## config.mk

```make
export PLATFORM = sky130hd
export DESIGN_NAME = json_string_unescape_utf8_unit
export DESIGN_NICKNAME = d
export VERILOG_FILES = /design/src/rtl/jsu_pkg.sv /design/src/rtl/jsu_front.sv /design/src/rtl/jsu_queue.sv /design/src/rtl/jsu_back.sv /design/src/rtl/json_string_unescape_utf8_unit.sv
export VERILOG_INCLUDE_DIRS = /design/src /design/src/rtl
export SDC_FILE = /design/constraint.sdc
export NUM_CORES = 1
export LEC_CHECK = 0
export ABC_CLOCK_PERIOD_IN_PS = 6150
export BUFFER_PORTS_ARGS = -buffer_cell sky130_fd_sc_hd__buf_4
export CAP_MARGIN = 25
export CORE_UTILIZATION = 55
export CTS_BUF_LIST = sky130_fd_sc_hd__clkbuf_4 sky130_fd_sc_hd__clkbuf_8
export DETAILED_ROUTE_END_ITERATION = 10
export GPL_TIMING_DRIVEN = 1
export PLACE_DENSITY = 0.68
export SLEW_MARGIN = 20
export SYNTH_ARGS = -nofsm -noshare
export SYNTH_HDL_FRONTEND = slang
export SYNTH_SLANG_ARGS = --single-unit
```

## constraint.sdc

```tcl
create_clock -name clk -period 6.15 [get_ports clk]
set_input_delay 0 -clock clk [delete_from_list [all_inputs] [get_ports clk]]
set_output_delay 0 -clock clk [all_outputs]
set_load 0.05 [all_outputs]
```

## src/rtl/json_string_unescape_utf8_unit_defines.svh

```systemverilog
// Assertion macros shared by the unescaper modules.
`ifndef JSON_STRING_UNESCAPE_UTF8_UNIT_DEFINES_SVH
`define JSON_STRING_UNESCAPE_UTF8_UNIT_DEFINES_SVH
`ifndef SYNTHESIS
`define JSU_ASSERT(lbl, prop, msg) \
  lbl: assert property (@(posedge clk) disable iff (!rst_n) prop) else $error(msg);
`define JSU_ASSERT_ALWAYS(lbl, prop, msg) \
  lbl: assert property (@(posedge clk) prop) else $error(msg);
`else
`define JSU_ASSERT(lbl, prop, msg)
`define JSU_ASSERT_ALWAYS(lbl, prop, msg)
`endif
`endif

```

## src/rtl/jsu_pkg.sv

```systemverilog
package jsu_pkg;

  typedef struct packed {
    logic [7:0] in_byte;
    logic       end_of_input;
  } in_req_t;

  typedef enum logic [2:0] {
    ST_BYTE   = 3'd0,
    ST_DONE   = 3'd1,
    ST_UNTERM = 3'd2,
    ST_BADESC = 3'd3,
    ST_BADU   = 3'd4,
    ST_CTRL   = 3'd5
  } status_t;

  typedef struct packed {
    logic [7:0] out_byte;
    status_t    status;
    logic       last;
  } out_req_t;

  // Work list for one request: a first run of up to four UTF-8 bytes, a
  // second run of up to three, then an optional status result.
  typedef struct packed {
    logic [3:0][7:0] a_bytes;
    logic [2:0]      a_len;
    logic [2:0][7:0] b_bytes;
    logic [1:0]      b_len;
    logic            has_status;
    status_t         status;
  } cmd_t;

  typedef struct packed {
    logic [3:0][7:0] bytes;
    logic [2:0]      len;
  } utf8_t;

  localparam logic [15:0] SURR_HI_MIN = 16'hD800;
  localparam logic [15:0] SURR_HI_MAX = 16'hDBFF;
  localparam logic [15:0] SURR_LO_MIN = 16'hDC00;
  localparam logic [15:0] SURR_LO_MAX = 16'hDFFF;
  localparam logic [20:0] SUPP_BASE   = 21'h10000;
  localparam logic [7:0]  CTRL_LIMIT  = 8'h20;

  localparam logic [7:0] CH_QUOTE  = 8'h22;
  localparam logic [7:0] CH_BSLASH = 8'h5C;
  localparam logic [7:0] CH_SLASH  = 8'h2F;
  localparam logic [7:0] CH_B      = 8'h62;
  localparam logic [7:0] CH_F      = 8'h66;
  localparam logic [7:0] CH_N      = 8'h6E;
  localparam logic [7:0] CH_R      = 8'h72;
  localparam logic [7:0] CH_T      = 8'h74;
  localparam logic [7:0] CH_U      = 8'h75;

  localparam logic [7:0] CC_BS  = 8'h08;
  localparam logic [7:0] CC_FF  = 8'h0C;
  localparam logic [7:0] CC_LF  = 8'h0A;
  localparam logic [7:0] CC_CR  = 8'h0D;
  localparam logic [7:0] CC_TAB = 8'h09;

  function automatic utf8_t utf8_encode(input logic [20:0] v);
    utf8_t r;
    r = '0;
    if (v < 21'h80) begin
      r.bytes[0] = v[7:0];
      r.len      = 3'd1;
    end else if (v < 21'h800) begin
      r.bytes[0] = {3'b110, v[10:6]};
      r.bytes[1] = {2'b10, v[5:0]};
      r.len      = 3'd2;
    end else if (v < 21'h10000) begin
      r.bytes[0] = {4'b1110, v[15:12]};
      r.bytes[1] = {2'b10, v[11:6]};
      r.bytes[2] = {2'b10, v[5:0]};
      r.len      = 3'd3;
    end else begin
      r.bytes[0] = {5'b11110, v[20:18]};
      r.bytes[1] = {2'b10, v[17:12]};
      r.bytes[2] = {2'b10, v[11:6]};
      r.bytes[3] = {2'b10, v[5:0]};
      r.len      = 3'd4;
    end
    return r;
  endfunction

  // Returns a valid flag above the four-bit digit value.
  function automatic logic [4:0] hex_decode(input logic [7:0] b);
    logic [7:0] d;
    d = 8'd0;
    if (b inside {[8'h30:8'h39]}) begin
      d = b - 8'h30;
      return {1'b1, d[3:0]};
    end else if (b inside {[8'h61:8'h66]}) begin
      d = b - 8'h57;
      return {1'b1, d[3:0]};
    end else if (b inside {[8'h41:8'h46]}) begin
      d = b - 8'h37;
      return {1'b1, d[3:0]};
    end
    return 5'd0;
  endfunction

endpackage

```

## src/rtl/jsu_front.sv

```systemverilog
`include "json_string_unescape_utf8_unit_defines.svh"

module jsu_front (
  input  logic             clk,
  input  logic             rst_n,
  input  logic             in_valid,
  input  jsu_pkg::in_req_t in_data,
  output logic             in_ready,
  input  logic             q_full,
  output logic             push,
  output jsu_pkg::cmd_t    cmd
);

  typedef enum logic [5:0] {
    M_PLAIN   = 6'b000001,
    M_ESC     = 6'b000010,
    M_HEX1    = 6'b000100,
    M_HIGH    = 6'b001000,
    M_HIGH_BS = 6'b010000,
    M_HEX2    = 6'b100000
  } mode_t;

  mode_t       mode_r, mode_nxt;
  logic [1:0]  cnt_r, cnt_nxt;
  logic [15:0] first_r, first_nxt;
  logic [15:0] second_r, second_nxt;

  logic [7:0]  b;
  logic        accept;
  logic [4:0]  hx;
  logic [15:0] acc1, acc2;
  logic [20:0] joined;
  logic        acc1_high, acc2_high, acc2_low;
  logic        clr;
  jsu_pkg::utf8_t enc_first, enc_acc1, enc_acc2, enc_join;
  jsu_pkg::cmd_t  c;

  logic             p_status_v, p_to_esc;
  jsu_pkg::status_t p_status;
  logic             e_byte_v, e_to_hex;
  logic [7:0]       e_byte;

  assign b        = in_data.in_byte;
  assign in_ready = !q_full;
  assign accept   = in_valid && in_ready;

  assign hx        = jsu_pkg::hex_decode(b);
  assign acc1      = {first_r[11:0], hx[3:0]};
  assign acc2      = {second_r[11:0], hx[3:0]};
  assign joined    = jsu_pkg::SUPP_BASE + {1'b0, first_r[9:0], acc2[9:0]};
  assign acc1_high = (acc1 >= jsu_pkg::SURR_HI_MIN) && (acc1 <= jsu_pkg::SURR_HI_MAX);
  assign acc2_high = (acc2 >= jsu_pkg::SURR_HI_MIN) && (acc2 <= jsu_pkg::SURR_HI_MAX);
  assign acc2_low  = (acc2 >= jsu_pkg::SURR_LO_MIN) && (acc2 <= jsu_pkg::SURR_LO_MAX);
  assign enc_first = jsu_pkg::utf8_encode({5'd0, first_r});
  assign enc_acc1  = jsu_pkg::utf8_encode({5'd0, acc1});
  assign enc_acc2  = jsu_pkg::utf8_encode({5'd0, acc2});
  assign enc_join  = jsu_pkg::utf8_encode(joined);

  always_comb begin
    p_status_v = 1'b0;
    p_status   = jsu_pkg::ST_DONE;
    p_to_esc   = 1'b0;
    if (b == jsu_pkg::CH_QUOTE) begin
      p_status_v = 1'b1;
    end else if (b == jsu_pkg::CH_BSLASH) begin
      p_to_esc = 1'b1;
    end else if (b < jsu_pkg::CTRL_LIMIT) begin
      p_status_v = 1'b1;
      p_status   = jsu_pkg::ST_CTRL;
    end
  end

  always_comb begin
    e_byte_v = 1'b1;
    e_byte   = b;
    e_to_hex = 1'b0;
    case (b)
      jsu_pkg::CH_QUOTE, jsu_pkg::CH_BSLASH, jsu_pkg::CH_SLASH: e_byte = b;
      jsu_pkg::CH_B: e_byte = jsu_pkg::CC_BS;
      jsu_pkg::CH_F: e_byte = jsu_pkg::CC_FF;
      jsu_pkg::CH_N: e_byte = jsu_pkg::CC_LF;
      jsu_pkg::CH_R: e_byte = jsu_pkg::CC_CR;
      jsu_pkg::CH_T: e_byte = jsu_pkg::CC_TAB;
      jsu_pkg::CH_U: begin
        e_byte_v = 1'b0;
        e_to_hex = 1'b1;
      end
      default: e_byte_v = 1'b0;
    endcase
  end

  always_comb begin
    mode_nxt   = mode_r;
    cnt_nxt    = cnt_r;
    first_nxt  = first_r;
    second_nxt = second_r;
    clr        = 1'b0;
    c          = '0;
    c.status   = jsu_pkg::ST_BYTE;
    if (in_data.end_of_input) begin
      clr          = 1'b1;
      c.has_status = 1'b1;
      case (mode_r)
        M_HEX1: c.status = jsu_pkg::ST_BADU;
        M_HIGH, M_HIGH_BS: begin
          c.a_bytes = enc_first.bytes;
          c.a_len   = enc_first.len;
          c.status  = jsu_pkg::ST_UNTERM;
        end
        M_HEX2: begin
          c.a_bytes = enc_first.bytes;
          c.a_len   = enc_first.len;
          c.status  = jsu_pkg::ST_BADU;
        end
        default: c.status = jsu_pkg::ST_UNTERM;
      endcase
    end else begin
      case (mode_r)
        M_ESC: begin
          mode_nxt = M_PLAIN;
          if (e_to_hex) begin
            mode_nxt  = M_HEX1;
            cnt_nxt   = 2'd0;
            first_nxt = 16'd0;
          end else if (e_byte_v) begin
            c.a_bytes[0] = e_byte;
            c.a_len      = 3'd1;
          end else begin
            c.has_status = 1'b1;
            c.status     = jsu_pkg::ST_BADESC;
            clr          = 1'b1;
          end
        end
        M_HEX1: begin
          if (!hx[4]) begin
            c.has_status = 1'b1;
            c.status     = jsu_pkg::ST_BADU;
            clr          = 1'b1;
          end else if (cnt_r == 2'd3) begin
            if (acc1_high) begin
              first_nxt  = acc1;
              mode_nxt   = M_HIGH;
              cnt_nxt    = 2'd0;
              second_nxt = 16'd0;
            end else begin
              c.a_bytes = enc_acc1.bytes;
              c.a_len   = enc_acc1.len;
              clr       = 1'b1;
            end
          end else begin
            first_nxt = acc1;
            cnt_nxt   = cnt_r + 2'd1;
          end
        end
        M_HIGH: begin
          if (b == jsu_pkg::CH_BSLASH) begin
            mode_nxt = M_HIGH_BS;
          end else begin
            c.a_bytes = enc_first.bytes;
            c.a_len   = enc_first.len;
            clr       = 1'b1;
            if (p_status_v) begin
              c.has_status = 1'b1;
              c.status     = p_status;
            end else begin
              c.b_bytes[0] = b;
              c.b_len      = 2'd1;
            end
          end
        end
        M_HIGH_BS: begin
          if (b == jsu_pkg::CH_U) begin
            mode_nxt   = M_HEX2;
            cnt_nxt    = 2'd0;
            second_nxt = 16'd0;
          end else begin
            c.a_bytes = enc_first.bytes;
            c.a_len   = enc_first.len;
            clr       = 1'b1;
            if (e_byte_v) begin
              c.b_bytes[0] = e_byte;
              c.b_len      = 2'd1;
            end else begin
              c.has_status = 1'b1;
              c.status     = jsu_pkg::ST_BADESC;
            end
          end
        end
        M_HEX2: begin
          if (!hx[4]) begin
            c.a_bytes    = enc_first.bytes;
            c.a_len      = enc_first.len;
            c.has_status = 1'b1;
            c.status     = jsu_pkg::ST_BADU;
            clr          = 1'b1;
          end else if (cnt_r == 2'd3) begin
            if (acc2_low) begin
              c.a_bytes = enc_join.bytes;
              c.a_len   = enc_join.len;
              clr       = 1'b1;
            end else begin
              c.a_bytes = enc_first.bytes;
              c.a_len   = enc_first.len;
              if (acc2_high) begin
                first_nxt  = acc2;
                mode_nxt   = M_HIGH;
                cnt_nxt    = 2'd0;
                second_nxt = 16'd0;
              end else begin
                c.b_bytes = enc_acc2.bytes[2:0];
                c.b_len   = enc_acc2.len[1:0];
                clr       = 1'b1;
              end
            end
          end else begin
            second_nxt = acc2;
            cnt_nxt    = cnt_r + 2'd1;
          end
        end
        default: begin
          mode_nxt = M_PLAIN;
          if (p_status_v) begin
            c.has_status = 1'b1;
            c.status     = p_status;
            clr          = 1'b1;
          end else if (p_to_esc) begin
            mode_nxt = M_ESC;
          end else begin
            c.a_bytes[0] = b;
            c.a_len      = 3'd1;
          end
        end
      endcase
    end
    if (clr) begin
      mode_nxt   = M_PLAIN;
      cnt_nxt    = 2'd0;
      first_nxt  = 16'd0;
      second_nxt = 16'd0;
    end
  end

  assign cmd  = c;
  assign push = accept && ((c.a_len != 3'd0) || (c.b_len != 2'd0) || c.has_status);

  always_ff @(posedge clk) begin
    if (!rst_n) begin
      mode_r   <= M_PLAIN;
      cnt_r    <= 2'd0;
      first_r  <= 16'd0;
      second_r <= 16'd0;
    end else if (accept) begin
      mode_r   <= mode_nxt;
      cnt_r    <= cnt_nxt;
      first_r  <= first_nxt;
      second_r <= second_nxt;
    end
  end

  `JSU_ASSERT(a_status_clears, (push && cmd.has_status) |=> (mode_r == M_PLAIN && cnt_r == 2'd0 && first_r == 16'd0), "state not cleared after status")
  `JSU_ASSERT(a_push_only_on_accept, push |-> (in_valid && !q_full), "push without accepted request")
  `JSU_ASSERT(a_high_held, (mode_r == M_HIGH) |-> (first_r >= jsu_pkg::SURR_HI_MIN && first_r <= jsu_pkg::SURR_HI_MAX), "held unit not a high surrogate")

endmodule

```

## src/rtl/jsu_queue.sv

```systemverilog
`include "json_string_unescape_utf8_unit_defines.svh"

module jsu_queue #(
  parameter int DEPTH = 4
) (
  input  logic          clk,
  input  logic          rst_n,
  input  logic          push,
  input  jsu_pkg::cmd_t push_data,
  input  logic          pop,
  output logic          full,
  output logic          head_valid,
  output jsu_pkg::cmd_t head
);

  localparam int PW = (DEPTH > 1) ? $clog2(DEPTH) : 1;
  localparam int CW = $clog2(DEPTH + 1);

  jsu_pkg::cmd_t mem [DEPTH];
  logic [PW-1:0] wr_r, rd_r;
  logic [CW-1:0] count_r;

  function automatic logic [PW-1:0] ptr_inc(input logic [PW-1:0] p);
    return (p == PW'(DEPTH - 1)) ? '0 : p + PW'(1);
  endfunction

  assign full       = (count_r == CW'(DEPTH));
  assign head_valid = (count_r != '0);
  assign head       = mem[rd_r];

  always_ff @(posedge clk) begin
    if (push) begin
      mem[wr_r] <= push_data;
    end
  end

  always_ff @(posedge clk) begin
    if (!rst_n) begin
      wr_r    <= '0;
      rd_r    <= '0;
      count_r <= '0;
    end else begin
      if (push) begin
        wr_r <= ptr_inc(wr_r);
      end
      if (pop) begin
        rd_r <= ptr_inc(rd_r);
      end
      if (push && !pop) begin
        count_r <= count_r + CW'(1);
      end else if (pop && !push) begin
        count_r <= count_r - CW'(1);
      end
    end
  end

  `JSU_ASSERT(a_no_overflow, full |-> !push, "push into full queue")
  `JSU_ASSERT(a_no_underflow, !head_valid |-> !pop, "pop from empty queue")
  `JSU_ASSERT_ALWAYS(a_reset_empty, !rst_n |=> (count_r == '0), "queue not empty after reset")

endmodule

```

## src/rtl/jsu_back.sv

```systemverilog
module jsu_back (
  input  logic              clk,
  input  logic              rst_n,
  input  logic              head_valid,
  input  jsu_pkg::cmd_t     head,
  output logic              pop,
  output logic              out_valid,
  input  logic              out_ready,
  output jsu_pkg::out_req_t out_data
);

  logic [2:0]        pos_r;
  logic [3:0]        total;
  logic [2:0]        bidx;
  logic              load;
  logic              is_last;
  jsu_pkg::out_req_t res;
  logic              out_valid_r;
  jsu_pkg::out_req_t out_data_r;

  assign total   = {1'b0, head.a_len} + {2'b0, head.b_len} + {3'b0, head.has_status};
  assign bidx    = pos_r - head.a_len;
  assign is_last = ({1'b0, pos_r} == (total - 4'd1));
  assign load    = head_valid && (!out_valid_r || out_ready);
  assign pop     = load && is_last;

  always_comb begin
    res      = '0;
    res.last = is_last;
    if (pos_r < head.a_len) begin
      res.out_byte = head.a_bytes[pos_r[1:0]];
      res.status   = jsu_pkg::ST_BYTE;
    end else if (bidx < {1'b0, head.b_len}) begin
      res.out_byte = head.b_bytes[bidx[1:0]];
      res.status   = jsu_pkg::ST_BYTE;
    end else begin
      res.out_byte = 8'd0;
      res.status   = head.status;
    end
  end

  always_ff @(posedge clk) begin
    if (!rst_n) begin
      out_valid_r <= 1'b0;
      pos_r       <= 3'd0;
    end else if (load) begin
      out_valid_r <= 1'b1;
      pos_r       <= is_last ? 3'd0 : pos_r + 3'd1;
    end else if (out_ready) begin
      out_valid_r <= 1'b0;
    end
  end

  always_ff @(posedge clk) begin
    if (load) begin
      out_data_r <= res;
    end
  end

  assign out_valid = out_valid_r;
  assign out_data  = out_data_r;

endmodule

```

## src/rtl/json_string_unescape_utf8_unit.sv

```systemverilog
// JSON string body unescaper with UTF-8 output.
// in_data carries one body byte per request (or an end-of-input mark),
// starting after the opening quote; in_valid/in_ready handshake it.
// out_data carries one result per transfer: a UTF-8 byte with status zero,
// or a status that ends the string (done, unterminated, bad escape,
// bad \u escape, control byte); last marks the final result of a request.
// A request's first result reaches out_data through the command queue and
// then the output register. Input is taken every cycle while the command
// queue of QUEUE_DEPTH entries has room; the output side delivers one
// result per cycle while out_ready is high, so a request with k results
// takes k output transfers (up to six for a broken surrogate pair followed
// by another \u escape). Requests such as a backslash or a hex digit give
// no result at all. Reset clears the decoder to plain mode, empties the
// queue and drops out_valid. When the receiver stalls, the output register
// holds its result, the queue fills, and in_ready falls once it is full.
module json_string_unescape_utf8_unit #(
  parameter int QUEUE_DEPTH = 4
) (
  input  logic              clk,
  input  logic              rst_n,
  input  logic              in_valid,
  output logic              in_ready,
  input  jsu_pkg::in_req_t  in_data,
  output logic              out_valid,
  input  logic              out_ready,
  output jsu_pkg::out_req_t out_data
);

  logic          q_full, q_push, q_pop, q_head_valid;
  jsu_pkg::cmd_t q_push_data, q_head;

  jsu_front u_front (
    .clk      (clk),
    .rst_n    (rst_n),
    .in_valid (in_valid),
    .in_data  (in_data),
    .in_ready (in_ready),
    .q_full   (q_full),
    .push     (q_push),
    .cmd      (q_push_data)
  );

  jsu_queue #(
    .DEPTH (QUEUE_DEPTH)
  ) u_queue (
    .clk        (clk),
    .rst_n      (rst_n),
    .push       (q_push),
    .push_data  (q_push_data),
    .pop        (q_pop),
    .full       (q_full),
    .head_valid (q_head_valid),
    .head       (q_head)
  );

  jsu_back u_back (
    .clk        (clk),
    .rst_n      (rst_n),
    .head_valid (q_head_valid),
    .head       (q_head),
    .pop        (q_pop),
    .out_valid  (out_valid),
    .out_ready  (out_ready),
    .out_data   (out_data)
  );

endmodule
```

==> run_results.csv, run 1 <==
group,metric,value,unit
run_status,status,"finished clean",
synthesis,synth_cell_type_count,98,
synthesis,synth_adder_area_share,2.42,%
critical_path,cp_data_required_time,6.62,ns
synthesis,synth_xor_area_share,0.795,%
sta,clock_skew,0.0223,ns
critical_path,reg2reg_depth,12,
placed_design,dp_hpwl,28.2,mm
hold_path,hold_depth,5,
drt,ant_nets,0,
drt,wl,41.3,mm
critical_path,ff2ff_setup_slack,1.52,ns
cells_and_area,diodes,0,
clocking,cts_tree,"built",
placed_design,dpl_cell_area,15800,sq um
grt,grt_pass1_vias,10400,
floorplanning,num_rows,60,
sta,relSlewSlack,32.8,%
hold_path,hold_path_class,"input pin to register",
clocking,cts_max_path_buffers,3,
clocking,clock-sinks,301,
drt,firstDrtPassIters,9,
drt,vias,10800,
synthesis,synth_top_family_by_area,"compound AO/OA/AOI/OAI gates",
clocking,htree_levels,2,
floorplanning,die-area,28700,sq um
synthesis,ys_warn_count,0,
critical_path,cpLargestDelayFamily,"simple AND/OR/NAND/NOR gates",
synthesis,synthesis.area,15400,sq um
clocking,clock_latency,0.56,ns
critical_path,path_depth,12,
cells_and_area,drive_above_1_share,19.8,%
critical_path,r2r_start,"u_front.mode_r[5]",
placed_design,io_buffers,26,
critical_path,r2r_end,"u_queue.count_r[2]",
sta,post-route-period-util,75.3,%
synthesis,synth_compound_area_share,15.0,%
critical_path,criticalPathCategory,"register to register",
drt,wl_per_cell,25.3,um
run,cap_violations,0,
critical_path,crit_buf_inv,1,
grt,top_usage_layer,"met2",
critical_path,worstSetupEndpointType,"register",
synthesis,yosysSeqAreaShare,55.4,%
sta,finalHoldViolCount,0,
drt,viasPerCell,6.63,
critical_path,crit_fanout,13,
hold_path,min_from,"in_data[5]",
grt,antenna_found_initial,0,
synthesis,synthArstFlopShare,0,%
grt,grt.overflow.total,0,
grt,grt.met1_usage,41.8,%
sta,drv_slew,0,
power_and_ir_drop,static-leakage-power,5.51,nW
synthesis,synth_edf_count,252,
sta,rsz0062_at_grt,"no",
cells_and_area,syn2layout_area_growth,8.63,%
sta,worstMarginPinSlew,0.997,ns
drt,drt_iter0_markers,1446,
clocking,root_buffer,"clkbuf_8",
sta,period_minus_slack,4.63,ns
synthesis,muxShareOfSynthArea,10.8,%
floorplanning,chipHeight,170,um
floorplanning,start_util,56.6,%
grt,grt_max_degree,61,
critical_path,arrival,5.11,ns
clocking,cts_buffers,47,
sta,setup_viol,0,
synthesis,netlist_instances,1214,
grt,met3_usage,4.85,%
floorplanning,ioPinCount,27,
synthesis,synth-simple-area-share,11.5,%
synthesis,synth-main-ff-cell,"edfxtp_1",
grt,grt_util_met2,45.2,%
cells_and_area,final_cell_mix,"edfxtp_1, nor2_1, nand2_1",
drt,drc_errors,0,
hold_path,hold_end,"u_front.mode_r[1]",
cells_and_area,nNetsFinal,1273,
grt,grt_pass1_wl,63.3,mm
critical_path,max_stage_delay,0.88,ns
synthesis,synth_area_per_cell,12.7,sq um
floorplanning,core,27300,sq um
floorplanning,fp.dieW,170,um
sta,final.setup.tns,0,ns
power_and_ir_drop,ir_worst_vdd,156,uV
critical_path,start_kind,"register",
cells_and_area,stdcell_area,16800,sq um
clocking,post_cts_buffers,0,
critical_path,path_cells,"nor4b_1, nand2_1, and3_1, nor4_1, a2111oi_0, a31oi_2, ha_1, inv_1, fa_1, xor2_1, or3_1, a21boi_0",
grt,grt_usage,29.6,%
cells_and_area,mostFrequentLayoutCell,"edfxtp_1",
clocking,clk_pin_slew,0.06,ns
placed_design,routabilityCongestion,1.01,
cells_and_area,fill_cells,2112,
power_and_ir_drop,pwr_density_cell,332,nW/um^2
synthesis,ys_ff_latch,301,
sta,fmax,0.216,GHz
synthesis,syn_nets,1255,
critical_path,cp_slowest_cell,"nor4_1",
==> cells by family after synthesis <==
logic type / Yosys count
buffers and inverters: 120
AND/OR/NAND/NOR: 350
XOR/XNOR: 14
multiplexers: 82
flip-flops: 301
adder cells (fa/ha/maj): 28
AO/OA/AOI/OAI: 319
==> tightest hold or removal path: cells and delay by family <==
kind	cells	cell delay (ns)
simple gates	3	0.31
compound gates	1	0.09
buf+inv	1	0.15
==> state kept, by name (all words and copies together) (netlist names), named ones only <==
register          cells
u_queue.mem         240
u_front.first_r      16
u_back.out_data      12
u_front.second_r     12
u_front.mode_r        6
u_back.pos_r          3
u_queue.count_r       3
u_front.cnt_r         2
u_queue.rd_r          2
u_queue.wr_r          2
u_back.out_valid      1
==> worst max-delay path by stage <==
stage                                 start            endpoint  slack [ns]
after global routing      u_front.mode_r[5]  u_queue.count_r[2]        1.20
after detailed placement  u_front.mode_r[5]  u_queue.count_r[2]        1.61
after global placement           in_data[1]  u_queue.count_r[2]        1.73
final                     u_front.mode_r[5]  u_queue.count_r[2]        1.52
after floorplan                    register  u_queue.count_r[2]        1.29
after CTS                 u_front.mode_r[5]  u_queue.count_r[2]        1.53
==> through the flow <==
step / cells / total power, mW / setup WS, ns / utilization, % / hold slack [ns]
2_1_floorplan: 1214 / 3.58 / 1.29 / - / 0.189
3_3_place_gp: 1547 / 3.96 / 1.73 / 57.9 / 0.297
3_5_place_dp: 1548 / 3.99 / 1.61 / 58.0 / 0.310
4_1_cts: 1631 / 5.63 / 1.53 / 61.5 / 0.0311
5_1_grt: 1631 / 5.82 / 1.20 / 61.5 / 0.0558
6_report: 1631 / 5.57 / 1.52 / 61.5 / 0.0519
==> where the power goes <==
part	switching [mW]	leakage [nW]	internal, mW
logic	0.806	2.34	0.584
clock network	0.737	0.480	0.902
registers	0.0992	2.69	2.44
total	1.64	5.51	3.93
==> cells in the mapped netlist (12+ instances only) <==
cell type    n  area [sq um]
nand2_1     79           297
buf_6       12           135
nor2_1      92           345
edfxtp_1   252          7570
and2_1      16           100
dfxtp_1     49           981
a22o_1      12           105
and3_1      22           138
clkbuf_1    46           173
inv_1       29           109
o22ai_1     19           119
a21oi_1     67           335
nor3_1      17          85.1
mux4_2      67          1510
mux2i_1     13           130
a22oi_1     36           270
nand3_1     39           195
ha_1        25           313
nor4_1      17           106
o21ai_0     52           260
nor2b_1     13          81.3
==> repair_timing <==
| action | 4_1_cts | 5_1_grt |
|---|---|---|
| hold endpoints to repair | 38 | 0 |
| resized for setup | 0 | 0 |
| hold buffers | 7 | 0 |
==> routing by layer <==
metal / vias to the layer above / wire (um)
met5: - / 0
li1: 4807 / -
met2: 540 / 18500
met1: 5327 / 17400
met4: 0 / 2090
met3: 146 / 3260
==> final cells by class <==
type	instances	area [sq um]	area share, %
inverter	30	113	0.672
multi-input combinational	793	6260	37.3
clock buffer	63	779	4.65
sequential	301	8550	51.0
timing repair buffer	59	477	2.84
clock inverter	13	118	0.702
tap	372	465	2.78
No activity file was read; power rests on OpenSTA's default activity.
==> inputs of run 2 (changes only) <==
ABC_CLOCK_PERIOD_IN_PS = 3860   (was 6150)
PLACE_DENSITY = 0.71   (was 0.68)
clock period = 3.86 ns   (was 6.15 ns; I/O delays follow)
==> run 2 against run 1 <==
  * Maximum frequency is 24% higher
  * Setup slack worse by 1.4 ns
  * Hold slack worse by 0.014 ns
  * Clock skew is 0.023 ns higher
  * Via count grew 5.7%
  * Wire length grew 7.9%
  * First-iteration DRC count is 1.5% lower
  * Sequential share of layout area fell by 2.8 points
  * Global-route usage increased by 2.1 points
  * Final cell count increased by 6.8%
  * Die area stayed put
  * Critical path type unchanged
==> run_results.csv, run 2 (synthesized netlist as in run 1, its figures left out) <==
group,metric,value,unit
run_status,status,"finished clean",
grt,antenna_found_initial,1,
hold_path,hold_path_class,"input pin to register",
grt,grt.overflow.total,0,
cells_and_area,final_cell_mix,"edfxtp_1, buf_4, nor2_1",
grt,grt_max_degree,43,
clocking,clock_latency,0.58,ns
critical_path,start_kind,"register",
critical_path,worstSetupEndpointType,"register",
sta,setup_viol,0,
cells_and_area,reg.largest.list,"u_queue.mem: 240 flops, u_front.first_r: 16 flops",
placed_design,dp_hpwl,31.7,mm
drt,ant_nets,0,
drt,wl_per_cell,25.6,um
run,cap_violations,0,
power_and_ir_drop,ir_worst_vdd,299,uV
cells_and_area,largest-register,"u_queue.mem",
clocking,cts_tree,"built",
floorplanning,start_util,56.6,%
sta,setup_slack,0.126,ns
cells_and_area,mostFrequentLayoutCell,"edfxtp_1",
power_and_ir_drop,pwr_density_cell,520,nW/um^2
grt,grt_pass1_wl,66.9,mm
sta,finalHoldViolCount,0,
cells_and_area,drive_above_1_share,26.8,%
cells_and_area,syn2layout_area_growth,14.8,%
cells_and_area,stdcell_area,17700,sq um
cells_and_area,fill_cells,2058,
floorplanning,num_rows,60,
drt,wl,44.5,mm
placed_design,place_inst,1647,
floorplanning,die-area,28700,sq um
floorplanning,core,27300,sq um
floorplanning,chipHeight,170,um
clocking,root_buffer,"clkbuf_8",
placed_design,place_ws,-0.116,ns
drt,firstDrtPassIters,6,
clocking,cts_max_path_buffers,3,
power_and_ir_drop,static-leakage-power,6.07,nW
placed_design,dpl_cell_area,16600,sq um
placed_design,routabilityCongestion,1.03,
clocking,htree_levels,2,
sta,period_minus_slack,3.73,ns
sta,drv_slew,0,
drt,vias,11400,
placed_design,io_buffers,26,
drt,viasPerCell,6.56,
critical_path,criticalPathCategory,"register to register",
clocking,clock-sinks,301,
sta,worstMarginPinSlew,0.953,ns
cells_and_area,nNetsFinal,1373,
cells_and_area,largest_reg_flops,240,
sta,hold_ws,0.0380,ns
sta,clock_skew,0.0450,ns
drt,drc_errors,0,
critical_path,cp_data_required_time,4.33,ns
sta,relSlewSlack,35.9,%
grt,grt_usage,31.6,%
clocking,clk_pin_slew,0.06,ns
sta,fmax,0.268,GHz
critical_path,crit_fanout,6,
clocking,cts_buffers,47,
sta,post-route-period-util,96.7,%
floorplanning,fp.dieW,170,um
cells_and_area,instances_no_fill,1742,
drt,drt_iter0_markers,1425,
floorplanning,ioPinCount,27,
sta,final.setup.tns,0,ns
critical_path,arrival,4.20,ns
grt,grt_pass1_vias,11100,
## run 2: cell types whose count changed in the layout (fill, tap and decap cells not counted), moves of 3 or more
cell,change
nor4_1,-3
clkinv_1,+3
nor4_2,+3
buf_12,+5
buf_4,+95
clkbuf_4,+3
## run 2: worst max-delay path, cell delays in order, from the launching register on
cell and delay, ns:
dfxtp_1 0.42, ha_1 0.18, nand4_1 0.11, nor4_2 0.40
buf_4 0.19, o21ai_1 0.07, o311ai_1 0.38, a31oi_1 0.15
a211oi_1 0.39, a31oi_2 0.28, ha_2 0.27, inv_1 0.07
fa_2 0.19, xor2_1 0.07, or3_1 0.30, a21boi_1 0.14
## run 2: power breakdown
part | internal [mW] | switching (mW)
combinational | 1.02 | 1.41
sequential | 3.88 | 0.111
clock | 1.59 | 1.21
total | 6.50 | 2.73
## run 2: layout make-up
| type | instances | area, sq um | share of cell area (%) |
|---|---|---|---|
| tap | 372 | 465 | 2.63 |
| clock inverter | 17 | 161 | 0.911 |
| antenna | 2 | 5.00 | 0.0282 |
| clock buffer | 68 | 830 | 4.68 |
| multi-input combinational | 793 | 6300 | 35.6 |
| sequential | 301 | 8550 | 48.3 |
| inverter | 30 | 113 | 0.635 |
| timing repair buffer | 159 | 1290 | 7.29 |
## run 2: final timing paths
check                           from                  to  slack (ns)  cells after the start
setup / recovery  u_front.first_r[7]  u_queue.count_r[2]        0.13                     15
hold / removal            in_data[3]   u_front.mode_r[1]        0.04                      5
setup reg to reg  u_front.first_r[7]  u_queue.count_r[2]        0.13                     15
hold reg to reg     u_front.cnt_r[0]    u_front.cnt_r[0]        0.50                      2
## run 2: routing by layer
layer	share of wire, %	wire, um	vias up	track usage (%)
li1	-	-	5015	-
met1	41	18100	5716	43.6
met2	47	20700	568	49.7
met3	8.2	3650	136	4.99
met4	4.6	2040	0	14.5
met5	0	0	-	0
## run 2: through the flow
step | power [mW] | util (%)
2_1_floorplan | 5.70 | -
3_3_place_gp | 6.40 | 60.9
3_5_place_dp | 6.46 | 60.9
4_1_cts | 9.26 | 64.8
5_1_grt | 9.59 | 65.0
6_report | 9.22 | 65.0
## run 2: repair_timing
action	4_1_cts	5_1_grt
gates cloned	0	0
pin swaps	0	4
hold endpoints to repair	36	0
resized for setup	2	13
endpoints found under the setup margin	2	7
hold buffers	6	0
buffers inserted	0	2
==> inputs of run 3 (changes only) <==
CORE_UTILIZATION = 40   (was 55)
PLACE_DENSITY = 0.54   (was 0.71)
==> run 3 against run 2 <==
  * Design area up 3.4%
  * Combinational power rose by 3%
  * Largest cell class unchanged
  * Highest routed layer unchanged
  * Clock power is 8.6% higher
  * Clock skew is 0.0026 ns higher
  * Maximum frequency is 1.1% higher
==> run_results.csv, run 3 (synthesized netlist as in run 1, its figures left out) <==
group,metric,value,unit
cells_and_area,nNetsFinal,1411,
clocking,cts_buffers,50,
clocking,root_buffer,"clkbuf_8",
sta,setup_viol,0,
critical_path,crit_end,"u_queue.count_r[2]",
run,cap_violations,0,
sta,period_minus_slack,3.69,ns
placed_design,dp_hpwl,33.6,mm
cells_and_area,instances_no_fill,1919,
sta,finalHoldViolCount,0,
floorplanning,fp.dieW,198,um
grt,grt_pass1_wl,69.6,mm
sta,hold_ws,0.0610,ns
critical_path,worstSetupEndpointType,"register",
drt,drt_iter0_markers,1016,
sta,drv_slew,0,
placed_design,routabilityCongestion,0.966,
placed_design,io_buffers,26,
critical_path,arrival,4.24,ns
critical_path,r2r_start,"u_front.mode_r[0]",
drt,ant_nets,0,
floorplanning,die-area,39400,sq um
floorplanning,core,37800,sq um
grt,grt_usage,24.1,%
drt,firstDrtPassIters,5,
clocking,cts_tree,"built",
clocking,htree_levels,2,
critical_path,ff2ff_setup_slack,0.17,ns
critical_path,r2r_end,"u_queue.count_r[2]",
cells_and_area,largest_reg_flops,240,
cells_and_area,seqCellArea,8550,sq um
drt,wl_per_cell,24.2,um
power_and_ir_drop,power,9.53,mW
critical_path,reg2reg_depth,15,
sta,post-route-period-util,95.7,%
critical_path,criticalPathCategory,"register to register",
critical_path,start_kind,"register",
grt,antenna_found_initial,0,
placed_design,place_inst,1814,
grt,grt_max_degree,40,
sta,worstMarginPinSlew,0.915,ns
cells_and_area,mostFrequentLayoutCell,"edfxtp_1",
cells_and_area,final_cell_mix,"edfxtp_1, buf_4, nor2_1",
clocking,cts_max_path_buffers,3,
grt,grt_pass1_vias,11200,
power_and_ir_drop,static-leakage-power,6.30,nW
cells_and_area,fill_cells,3397,
drt,wl,46.4,mm
placed_design,dpl_cell_area,17100,sq um
critical_path,cp_data_required_time,4.40,ns
drt,drc_errors,0,
floorplanning,num_rows,71,
cells_and_area,syn2layout_area_growth,18.7,%
clocking,clock-sinks,301,
critical_path,crit_fanout,6,
sta,clock_skew,0.0476,ns
cells_and_area,largest-register,"u_queue.mem",
cells_and_area,multi_input_area,6290,sq um
cells_and_area,drive_above_1_share,28.1,%
drt,viasPerCell,5.91,
cells_and_area,reg.largest.list,"u_queue.mem: 240 flops, u_front.first_r: 16 flops",
clocking,clk_pin_slew,0.06,ns
cells_and_area,stdcell_area,18300,sq um
run_status,status,"finished clean",
floorplanning,ioPinCount,27,
critical_path,crit_path_start,"u_front.mode_r[0]",
drt,vias,11300,
clocking,clock_latency,0.65,ns
sta,fmax,0.271,GHz
hold_path,hold_path_class,"input pin to register",
power_and_ir_drop,ir_worst_vdd,289,uV
cells_and_area,diodes,0,
floorplanning,start_util,40.8,%
sta,relSlewSlack,38.4,%
floorplanning,chipHeight,198,um
grt,grt.overflow.total,0,
power_and_ir_drop,pwr_density_cell,520,nW/um^2
run 3: worst min path at each step:
stage / start / end / cells after the start
after floorplan: out_ready / u_back.out_valid / 3
after global placement: out_ready / u_back.out_valid / 4
after detailed placement: out_ready / u_back.out_valid / 4
after CTS: in_data[3] / u_front.mode_r[1] / 6
after global routing: in_data[6] / u_front.mode_r[1] / 6
final: in_data[3] / u_front.mode_r[1] / 6
run 3: cell type report:
type / instances / area share, %
clock buffer: 58 / 4.08
clock inverter: 32 / 1.78
inverter: 30 / 0.615
multi-input combinational: 793 / 34.3
sequential: 301 / 46.7
tap: 511 / 3.49
timing repair buffer: 194 / 9.00
run 3: power breakdown:
group / switching, mW / total (mW) / internal [mW]
combinational: 1.42 / 2.50 / 1.08
sequential: 0.106 / 3.99 / 3.88
clock: 1.33 / 3.04 / 1.71
run 3: timing repair:
item | CTS | global route
gates resized for setup | 1 | 11
pin swaps | 0 | 4
setup endpoints to repair | 1 | 241
hold buffers | 8 | 0
setup buffers | 0 | 6
hold endpoints to repair | 55 | 0
run 3: critical path, cell delays in order (launching register included):
cell,delay [ns]
dfxtp_1,0.37
nor4b_1,0.34
buf_4,0.17
nand3_1,0.12
nor2_2,0.16
nand2_1,0.10
nor4_1,0.34
buf_4,0.21
a2111oi_2,0.05
a31oi_2,0.43
ha_2,0.27
inv_1,0.05
fa_2,0.33
xor2_1,0.17
or3_1,0.30
a21boi_1,0.15
run 3: layer usage:
metal  wire length (um)  GRT usage, %
met5                  0             0
met4               1790          10.6
met3               3490          4.82
met2              21200          36.6
met1              20000          33.4
run 3: metrics by stage:
stage               utilization (%)  setup WS [ns]  TNS (ns)
global placement               45.1         0.0710         0
global route                   48.4        -0.0109   -0.0109
CTS                            48.2         0.0153         0
floorplan                         -         -0.252    -0.408
detailed placement             45.1        0.00106         0
finish                         48.4          0.166         0
